**src/rtl/cqsm_pkg.sv**
```systemverilog
// ----------------------------------------------------------------------------
// cqsm_pkg
// Types and codes shared by the search/min-max ring queue and its cells.
// ----------------------------------------------------------------------------
package cqsm_pkg;

  localparam int unsigned DataW = 32;
  localparam int unsigned PosW  = 3;
  localparam int unsigned OccW  = 4;

  // operation codes; code 3 is a no-op
  localparam logic [1:0] OP_ENQ  = 2'd0;
  localparam logic [1:0] OP_DEQ  = 2'd1;
  localparam logic [1:0] OP_SRCH = 2'd2;

  typedef enum logic [1:0] {
    ST_OK       = 2'd0,
    ST_FULL     = 2'd1,
    ST_EMPTY    = 2'd2,
    ST_NOTFOUND = 2'd3
  } status_e;

  typedef struct packed {
    logic [1:0]              operation;
    logic signed [DataW-1:0] data;
  } cmd_t;

  typedef struct packed {
    logic signed [DataW-1:0] value;
    logic [PosW-1:0]         position;
    status_e                 status;
    logic [OccW-1:0]         occupancy;
    logic signed [DataW-1:0] min_value;
    logic signed [DataW-1:0] max_value;
  } rsp_t;

  // running result of the scan wave as it moves along the cell row
  typedef struct packed {
    logic                    any;   // an occupied cell has been seen
    logic                    hit;   // an occupied cell matched the key
    logic signed [DataW-1:0] min;
    logic signed [DataW-1:0] max;
  } wave_t;

endpackage : cqsm_pkg

```
**src/rtl/cqsm_cell.sv**
```systemverilog
// ----------------------------------------------------------------------------
// cqsm_cell
// One ring slot: holds its entry and folds it into the passing scan wave.
// ----------------------------------------------------------------------------
module cqsm_cell import cqsm_pkg::*; #(
  parameter int unsigned DEPTH = 8,
  parameter int unsigned INDEX = 0,
  parameter int unsigned SLOT_W = $clog2(DEPTH),
  parameter int unsigned CNT_W  = $clog2(DEPTH + 1)
) (
  input  logic                    clk_i,
  input  logic                    rst_ni,
  // entry write
  input  logic                    we_i,
  input  logic signed [DataW-1:0] wdata_i,
  output logic signed [DataW-1:0] entry_o,
  // queue state, stable during a scan
  input  logic [SLOT_W-1:0]       head_i,
  input  logic [CNT_W-1:0]        count_i,
  input  logic signed [DataW-1:0] key_i,
  // scan wave from the left neighbor
  input  logic                    valid_i,
  input  wave_t                   wave_i,
  input  logic [SLOT_W-1:0]       age_i,
  // scan wave to the right neighbor
  output logic                    valid_o,
  output wave_t                   wave_o,
  output logic [SLOT_W-1:0]       age_o
);

  localparam logic [SLOT_W-1:0] Idx = SLOT_W'(INDEX);

  logic signed [DataW-1:0] entry_q;
  logic                    valid_q;
  wave_t                   wave_q, wave_d;
  logic [SLOT_W-1:0]       age_q, age_d;
  logic [SLOT_W:0]         age_wrap;
  logic [SLOT_W-1:0]       my_age;
  logic                    occupied;

  // distance from the head slot going forward around the ring
  assign age_wrap = {1'b0, Idx} + (SLOT_W+1)'(DEPTH) - {1'b0, head_i};
  assign my_age   = (Idx >= head_i) ? (Idx - head_i) : age_wrap[SLOT_W-1:0];
  assign occupied = CNT_W'(my_age) < count_i;

  always_comb begin
    wave_d = wave_i;
    age_d  = age_i;
    if (occupied) begin
      wave_d.any = 1'b1;
      if (!wave_i.any || entry_q < wave_i.min) wave_d.min = entry_q;
      if (!wave_i.any || entry_q > wave_i.max) wave_d.max = entry_q;
      if (entry_q == key_i && (!wave_i.hit || my_age < age_i)) begin
        wave_d.hit = 1'b1;
        age_d      = my_age;
      end
    end
  end

  always_ff @(posedge clk_i) begin
    if (we_i) entry_q <= wdata_i;
    wave_q <= wave_d;
    age_q  <= age_d;
  end

  always_ff @(posedge clk_i or negedge rst_ni) begin
    if (!rst_ni) begin
      valid_q <= 1'b0;
    end else begin
      valid_q <= valid_i;
    end
  end

  assign entry_o = entry_q;
  assign valid_o = valid_q;
  assign wave_o  = wave_q;
  assign age_o   = age_q;

endmodule : cqsm_cell

```
**src/rtl/circular_queue_with_search_minmax.sv**
```systemverilog
// ----------------------------------------------------------------------------
// circular_queue_with_search_minmax
// Ring-buffer queue of signed words with enqueue, dequeue and equality
// search; every transaction reports occupancy and the held min and max.
// ----------------------------------------------------------------------------
//
//  channel   | handshake               | payload
//  ----------+-------------------------+---------------------------------
//  command   | start, busy             | item_i   (operation, data)
//  result    | result_valid_o (strobe) | result_o (value, position, status,
//            |                         |           occupancy, min, max)
//
//  A command is taken when start is high and busy is low. The queue state
//  is updated at that edge, then a scan wave crosses the row of DEPTH slot
//  cells, one cell per cycle, collecting min, max and the oldest match.
//  The result strobe is registered from the wave leaving the last cell; busy
//  drops with it, so the next command can be taken at the edge that ends
//  the strobe cycle: a new command is not taken until the last one's result
//  has been strobed; the length of the cell row sets the transaction time.
//  Reset clears pointers, count and all control; entries are not cleared,
//  since only occupied slots are ever read. The receiver cannot stall: the
//  result is on result_o for the single strobe cycle.
// ----------------------------------------------------------------------------
module circular_queue_with_search_minmax import cqsm_pkg::*; #(
  parameter int unsigned DEPTH = 8
) (
  input  logic clk_i,
  input  logic rst_ni,
  input  logic start,
  output logic busy,
  input  cmd_t item_i,
  output logic result_valid_o,
  output rsp_t result_o
);

  localparam int unsigned SLOT_W = $clog2(DEPTH);
  localparam int unsigned CNT_W  = $clog2(DEPTH + 1);
  localparam logic [SLOT_W-1:0] LastSlot = SLOT_W'(DEPTH - 1);
  localparam logic [CNT_W-1:0]  FullCnt  = CNT_W'(DEPTH);

  // ring pointers and fill level
  logic [SLOT_W-1:0] head_q, head_d;
  logic [SLOT_W-1:0] tail_q, tail_d;
  logic [CNT_W-1:0]  count_q, count_d;

  // transaction control
  logic busy_q, busy_d;
  logic launch_q;
  logic accept;

  // held command context for the scan
  logic [1:0]              op_q;
  logic signed [DataW-1:0] key_q;
  logic signed [DataW-1:0] value_q, value_d;
  status_e                 status_q, status_d;

  rsp_t result_q, result_d;
  logic result_valid_q;

  // cell row
  logic signed [DataW-1:0] entries [DEPTH];
  logic                    cell_we [DEPTH];
  logic                    chain_valid [DEPTH+1];
  wave_t                   chain_wave  [DEPTH+1];
  logic [SLOT_W-1:0]       chain_age   [DEPTH+1];

  logic [SLOT_W:0]   hit_sum;
  logic [SLOT_W-1:0] hit_slot;
  logic [SLOT_W+PosW-1:0] pos_ext;
  logic [CNT_W+OccW-1:0]  occ_ext;

  assign accept = start && !busy_q;

  // ---- state update at the command edge --------------------------------
  always_comb begin
    head_d   = head_q;
    tail_d   = tail_q;
    count_d  = count_q;
    value_d  = '0;
    status_d = ST_OK;
    if (item_i.operation == OP_ENQ) begin
      if (count_q == FullCnt) begin
        status_d = ST_FULL;
      end else begin
        tail_d  = (tail_q == LastSlot) ? '0 : tail_q + 1'b1;
        count_d = count_q + 1'b1;
      end
    end else if (item_i.operation == OP_DEQ) begin
      if (count_q == '0) begin
        status_d = ST_EMPTY;
      end else begin
        value_d = entries[head_q];
        head_d  = (head_q == LastSlot) ? '0 : head_q + 1'b1;
        count_d = count_q - 1'b1;
      end
    end
  end

  always_comb begin
    for (int i = 0; i < DEPTH; i++) begin
      cell_we[i] = accept && item_i.operation == OP_ENQ && count_q != FullCnt
                   && tail_q == SLOT_W'(i);
    end
  end

  // ---- scan wave enters cell 0 the cycle after the update ---------------
  assign chain_valid[0] = launch_q;
  assign chain_wave[0]  = '0;
  assign chain_age[0]   = '0;

  for (genvar g = 0; g < DEPTH; g++) begin : g_cell
    cqsm_cell #(
      .DEPTH (DEPTH),
      .INDEX (g)
    ) u_cell (
      .clk_i   (clk_i),
      .rst_ni  (rst_ni),
      .we_i    (cell_we[g]),
      .wdata_i (item_i.data),
      .entry_o (entries[g]),
      .head_i  (head_q),
      .count_i (count_q),
      .key_i   (key_q),
      .valid_i (chain_valid[g]),
      .wave_i  (chain_wave[g]),
      .age_i   (chain_age[g]),
      .valid_o (chain_valid[g+1]),
      .wave_o  (chain_wave[g+1]),
      .age_o   (chain_age[g+1])
    );
  end

  // ---- result assembly when the wave leaves the last cell ---------------
  // the wave carries the match age; turn it back into a ring slot
  assign hit_sum  = {1'b0, head_q} + {1'b0, chain_age[DEPTH]};
  assign hit_slot = (hit_sum >= (SLOT_W+1)'(DEPTH))
                    ? SLOT_W'(hit_sum - (SLOT_W+1)'(DEPTH))
                    : hit_sum[SLOT_W-1:0];
  assign pos_ext  = {{PosW{1'b0}}, hit_slot};
  assign occ_ext  = {{OccW{1'b0}}, count_q};

  always_comb begin
    result_d           = '0;
    result_d.value     = value_q;
    result_d.status    = status_q;
    result_d.occupancy = occ_ext[OccW-1:0];
    if (op_q == OP_SRCH) begin
      if (chain_wave[DEPTH].hit) begin
        result_d.position = pos_ext[PosW-1:0];
        result_d.status   = ST_OK;
      end else begin
        result_d.status   = ST_NOTFOUND;
      end
    end
    if (chain_wave[DEPTH].any) begin
      result_d.min_value = chain_wave[DEPTH].min;
      result_d.max_value = chain_wave[DEPTH].max;
    end
  end

  always_comb begin
    busy_d = busy_q;
    if (accept) busy_d = 1'b1;
    else if (chain_valid[DEPTH]) busy_d = 1'b0;
  end

  always_ff @(posedge clk_i or negedge rst_ni) begin
    if (!rst_ni) begin
      head_q         <= '0;
      tail_q         <= '0;
      count_q        <= '0;
      busy_q         <= 1'b0;
      launch_q       <= 1'b0;
      result_valid_q <= 1'b0;
    end else begin
      if (accept) begin
        head_q  <= head_d;
        tail_q  <= tail_d;
        count_q <= count_d;
      end
      busy_q         <= busy_d;
      launch_q       <= accept;
      result_valid_q <= chain_valid[DEPTH];
    end
  end

  always_ff @(posedge clk_i) begin
    if (accept) begin
      op_q     <= item_i.operation;
      key_q    <= item_i.data;
      value_q  <= value_d;
      status_q <= status_d;
    end
    if (chain_valid[DEPTH]) result_q <= result_d;
  end

  assign busy           = busy_q;
  assign result_valid_o = result_valid_q;
  assign result_o       = result_q;

endmodule : circular_queue_with_search_minmax
```
**config.mk**
```make
export PLATFORM = sky130hd
export DESIGN_NAME = circular_queue_with_search_minmax
export DESIGN_NICKNAME = d
export VERILOG_FILES = /design/src/rtl/cqsm_pkg.sv /design/src/rtl/cqsm_cell.sv /design/src/rtl/circular_queue_with_search_minmax.sv
export SDC_FILE = /design/constraint.sdc
export NUM_CORES = 2
export LEC_CHECK = 0
export BUFFER_PORTS_ARGS = -buffer_cell sky130_fd_sc_hd__buf_4
export CAP_MARGIN = 25
export CORE_AREA = 5 5 355 392
export DETAILED_ROUTE_END_ITERATION = 6
export DIE_AREA = 0 0 360 397
export GPL_ROUTABILITY_DRIVEN = 0
export PLACE_DENSITY = 0.6
export REMOVE_ABC_BUFFERS = 1
export SLEW_MARGIN = 20
export SYNTH_ARGS = -nofsm -noshare
export SYNTH_HDL_FRONTEND = slang
export SYNTH_HIERARCHICAL = 1
export SYNTH_SLANG_ARGS = --single-unit
```
**constraint.sdc**
```tcl
create_clock -name clk_i -period 5.5 [get_ports clk_i]
set_clock_uncertainty 0.2 [all_clocks]
set_input_delay 0.825 -clock clk_i [delete_from_list [all_inputs] [get_ports clk_i]]
set_output_delay 0.825 -clock clk_i [all_outputs]
set_load 0.005 [all_outputs]
```
==> qor.txt <==
Critical path's slowest cell - nor3_1
Clk sinks - 1002
Slew headroom - 29.5%
Synth-to-Final Area Change - 13.1%
CTS resizes - 0
Final hold vios - 0
Final cell count without fillers - 6753
CP max FO - 20
Postcts setup bufs - 0
Die width - 360 um
Count of different cell masters after synthesis - 100
CP Buf/Inv Count - 1
RSZ-0062 raised after global routing - no
Total GRT Usage - 21.1%
Power per cell area - 594 mW/mm^2
I/O pin total - 144
Clk_lat worst skew - 0.72 ns
Antenna violations before repair - 2
Share of layout cells above drive strength 1 - 19.6%
Post-synth top cells - 574 x inv_1, 552 x dfxtp_1, 551 x ha_1
1st-iter DRT viols - 2906
Mapped Cells - 4547
Seq/Total Area, Yosys - 45.7%
Fmax achieved - 237 MHz
Dpl cell area - 0.0570 mm^2
CTS Buf Count - 103
Worst min path class - register to register
Post-Place Worst Slack - 1.26 ns
Final Power - 36.0 mW
Worst-path clk slew - 0.06 ns
#FFs+latches synth - 1002
Crit-path most repeated cell - nor3_1
Hold EP - g_cell[5].u_cell/valid_o
Synth top area share - 24.0%
DIE AREA - 0.143 mm^2
Number of diodes - 0
Count leader, synth - inv_1
Global-route wire length before repair - 226 mm
DP Cell Count - 6554
Worst Setup End Kind - register
H-tree levels - 3
DRC viols - 0
Async set-reset flop share out of synthesis - 2.10%
Slew @ Worst Pin - 1.05 ns
Worst path max stage delay - 0.56 ns
Max VDD drop - 0.486 mV
EDFF count, synth - 429
Pin count of the biggest net entering global routing - 108
Filler instances - 12400
Die height - 397 um
Syn Area/Cell - 11.8 um^2
R2R depth - 9
Crit path cell chain - ha_1 > nand3_1 > nor4_1 > nand2_1 > nor3_1 > nor3_1 > a21oi_4 > buf_4 > mux2_2
Vias in the first global route - 34800
Design Area, Final - 0.0606 mm^2
Nets - 5451
Core area - 0.135 mm^2
Worst setup path class - register to register
Worst R2R Start - g_cell[3].u_cell/entry_o[29]
Status - finished, final reports clean
Worst Path Required - 5.91 ns
Num rows - 142
Via Count - 35600
R2r setup slk - 1.27 ns
Max-cap violations - 0
HPWL Detailed - 119 mm
CTS Buffer Depth - 3
Leading area contributor after synthesis - edfxtp_1
Pre-antenna DRT Iters - 7
Worst path top cell family by delay - simple AND/OR/NAND/NOR gates
Post-route ant nets - 0
Top_reg_cell synth - dfxtp_1
Leakage - 25.9 nW
Final Slew Violations - 0
Hold_sp - g_cell[4].u_cell/valid_o
Cell Area, Synth - 0.0536 mm^2
Grt total ovfl - 0
Arr. time, crit path - 4.64 ns
Area contributors post-synth - edfxtp_1 24%, dfxtp_1 21%, ha_1 13%, mux2_2 5.6%, mux2_4 4.3%
Critical R2R Capture - g_cell[3].u_cell/wave_o[0]
CTS root buf - clkbuf_16
Setup crit start kind - register
Fin worst setup slack - 1.27 ns
Setup-failing EPs final - 0
Final min period - 4.23 ns
Vias/cell - 5.27
Routed len/inst - 23.0 um
Buffers on Ports - 143
TritonCTS clock tree - built
Hold Path Cell Cnt - 0
Fin crit share - 76.8%
Initial Utilization - 39.7%
Drt total wl - 156 mm
Syn. warnings - 6
## kinds of logic after synthesis
logic type	Yosys count	share of synthesized area [%]
mux	563	14.2
fa+ha+maj	552	12.9
xor+xnor	268	4.38
buf+inv	705	5.80
compound gates	681	8.91
other cells	1	0.00700
simple gates	775	8.18
flops	1002	45.7
## worst max path at each step
| stage | endpoint | startpoint | depth (start not counted) | slack (ns) |
|---|---|---|---|---|
| final | g_cell[3].u_cell/wave_o[0] | g_cell[3].u_cell/entry_o[29] | 9 | 1.27 |
| after global routing | g_cell[7].u_cell/age_o[0] | head_q[1] | 9 | 1.18 |
| after CTS | g_cell[3].u_cell/wave_o[0] | g_cell[3].u_cell/entry_o[29] | 9 | 1.27 |
| after detailed placement | g_cell[3].u_cell/wave_o[0] | g_cell[3].u_cell/entry_o[29] | 9 | 1.26 |
| after global placement | g_cell[3].u_cell/wave_o[0] | g_cell[3].u_cell/entry_o[29] | 9 | 1.32 |
| after floorplan | g_cell[7].u_cell/wave_o[32] | head_q[1] | 7 | -1.64 |
## state kept, by name, summed over array words and instances (netlist names)
register / flops
key_q: 32
g_cell.u_cell/age_o: 24
count_q: 4
tail_q: 3
op_q: 2
launch_q: 1
g_cell.u_cell/valid_o: 8
busy: 1
value_q: 32
head_q: 3
status_q: 2
g_cell.u_cell/wave_o: 528
result_valid_o: 1
result_o: 105
g_cell.u_cell/entry_o: 256
## cell type report
class / count / area (um^2) / area share (%)
flip-flops and latches: 1002 / 24500 / 40.4
clock inverters: 52 / 531 / 0.875
repair buffers: 199 / 1590 / 2.62
multi-input cells: 2981 / 26600 / 43.9
well taps: 1800 / 2250 / 3.72
inverters: 575 / 2160 / 3.56
clock buffers: 144 / 2970 / 4.91
## where the power goes
group | switching (mW) | internal (mW)
clock | 3.05 | 4.18
sequential | 1.86 | 10.5
combinational | 8.27 | 8.12
total | 13.2 | 22.8
## through the flow
| step | TNS, ns | utilization, % | hold slack [ns] |
|---|---|---|---|
| 2_1_floorplan | -281.39 | - | 0.131 |
| 3_3_place_gp | 0 | 42.2 | 0.135 |
| 3_5_place_dp | 0 | 42.2 | 0.135 |
| 4_1_cts | 0 | 44.8 | 0.0875 |
| 5_1_grt | 0 | 44.9 | 0.116 |
| 6_report | 0 | 44.9 | 0.135 |
## routing by layer
layer  share of wire [%]  track usage [%]  routed length, um
met5                   0                0                  0
met2                  45             33.8              70100
met3                 6.1             3.09               9450
met1                  42             27.3              65700
met4                 6.7             12.5              10400
## cell usage in the layout, fill, tap and decap left out, types with 81 or more instances in the layout
master       n
dfxtp_1    550
nor2_1      89
xor2_1     132
a21oi_1    270
inv_1      573
o211ai_1    81
mux2_4     152
nand2_1    175
xnor2_1    136
edfxtp_1   429
conb_1     142
ha_1       551
clkbuf_16  110
buf_4      193
mux2_2     267
nand4_1    123
## timing repair
| action | CTS | global route |
|---|---|---|
| hold buffers | 1 | 0 |
| endpoints found under the hold margin | 21 | 0 |
| endpoints found under the setup margin | 0 | 0 |
Power figures use the tool's default switching activity.
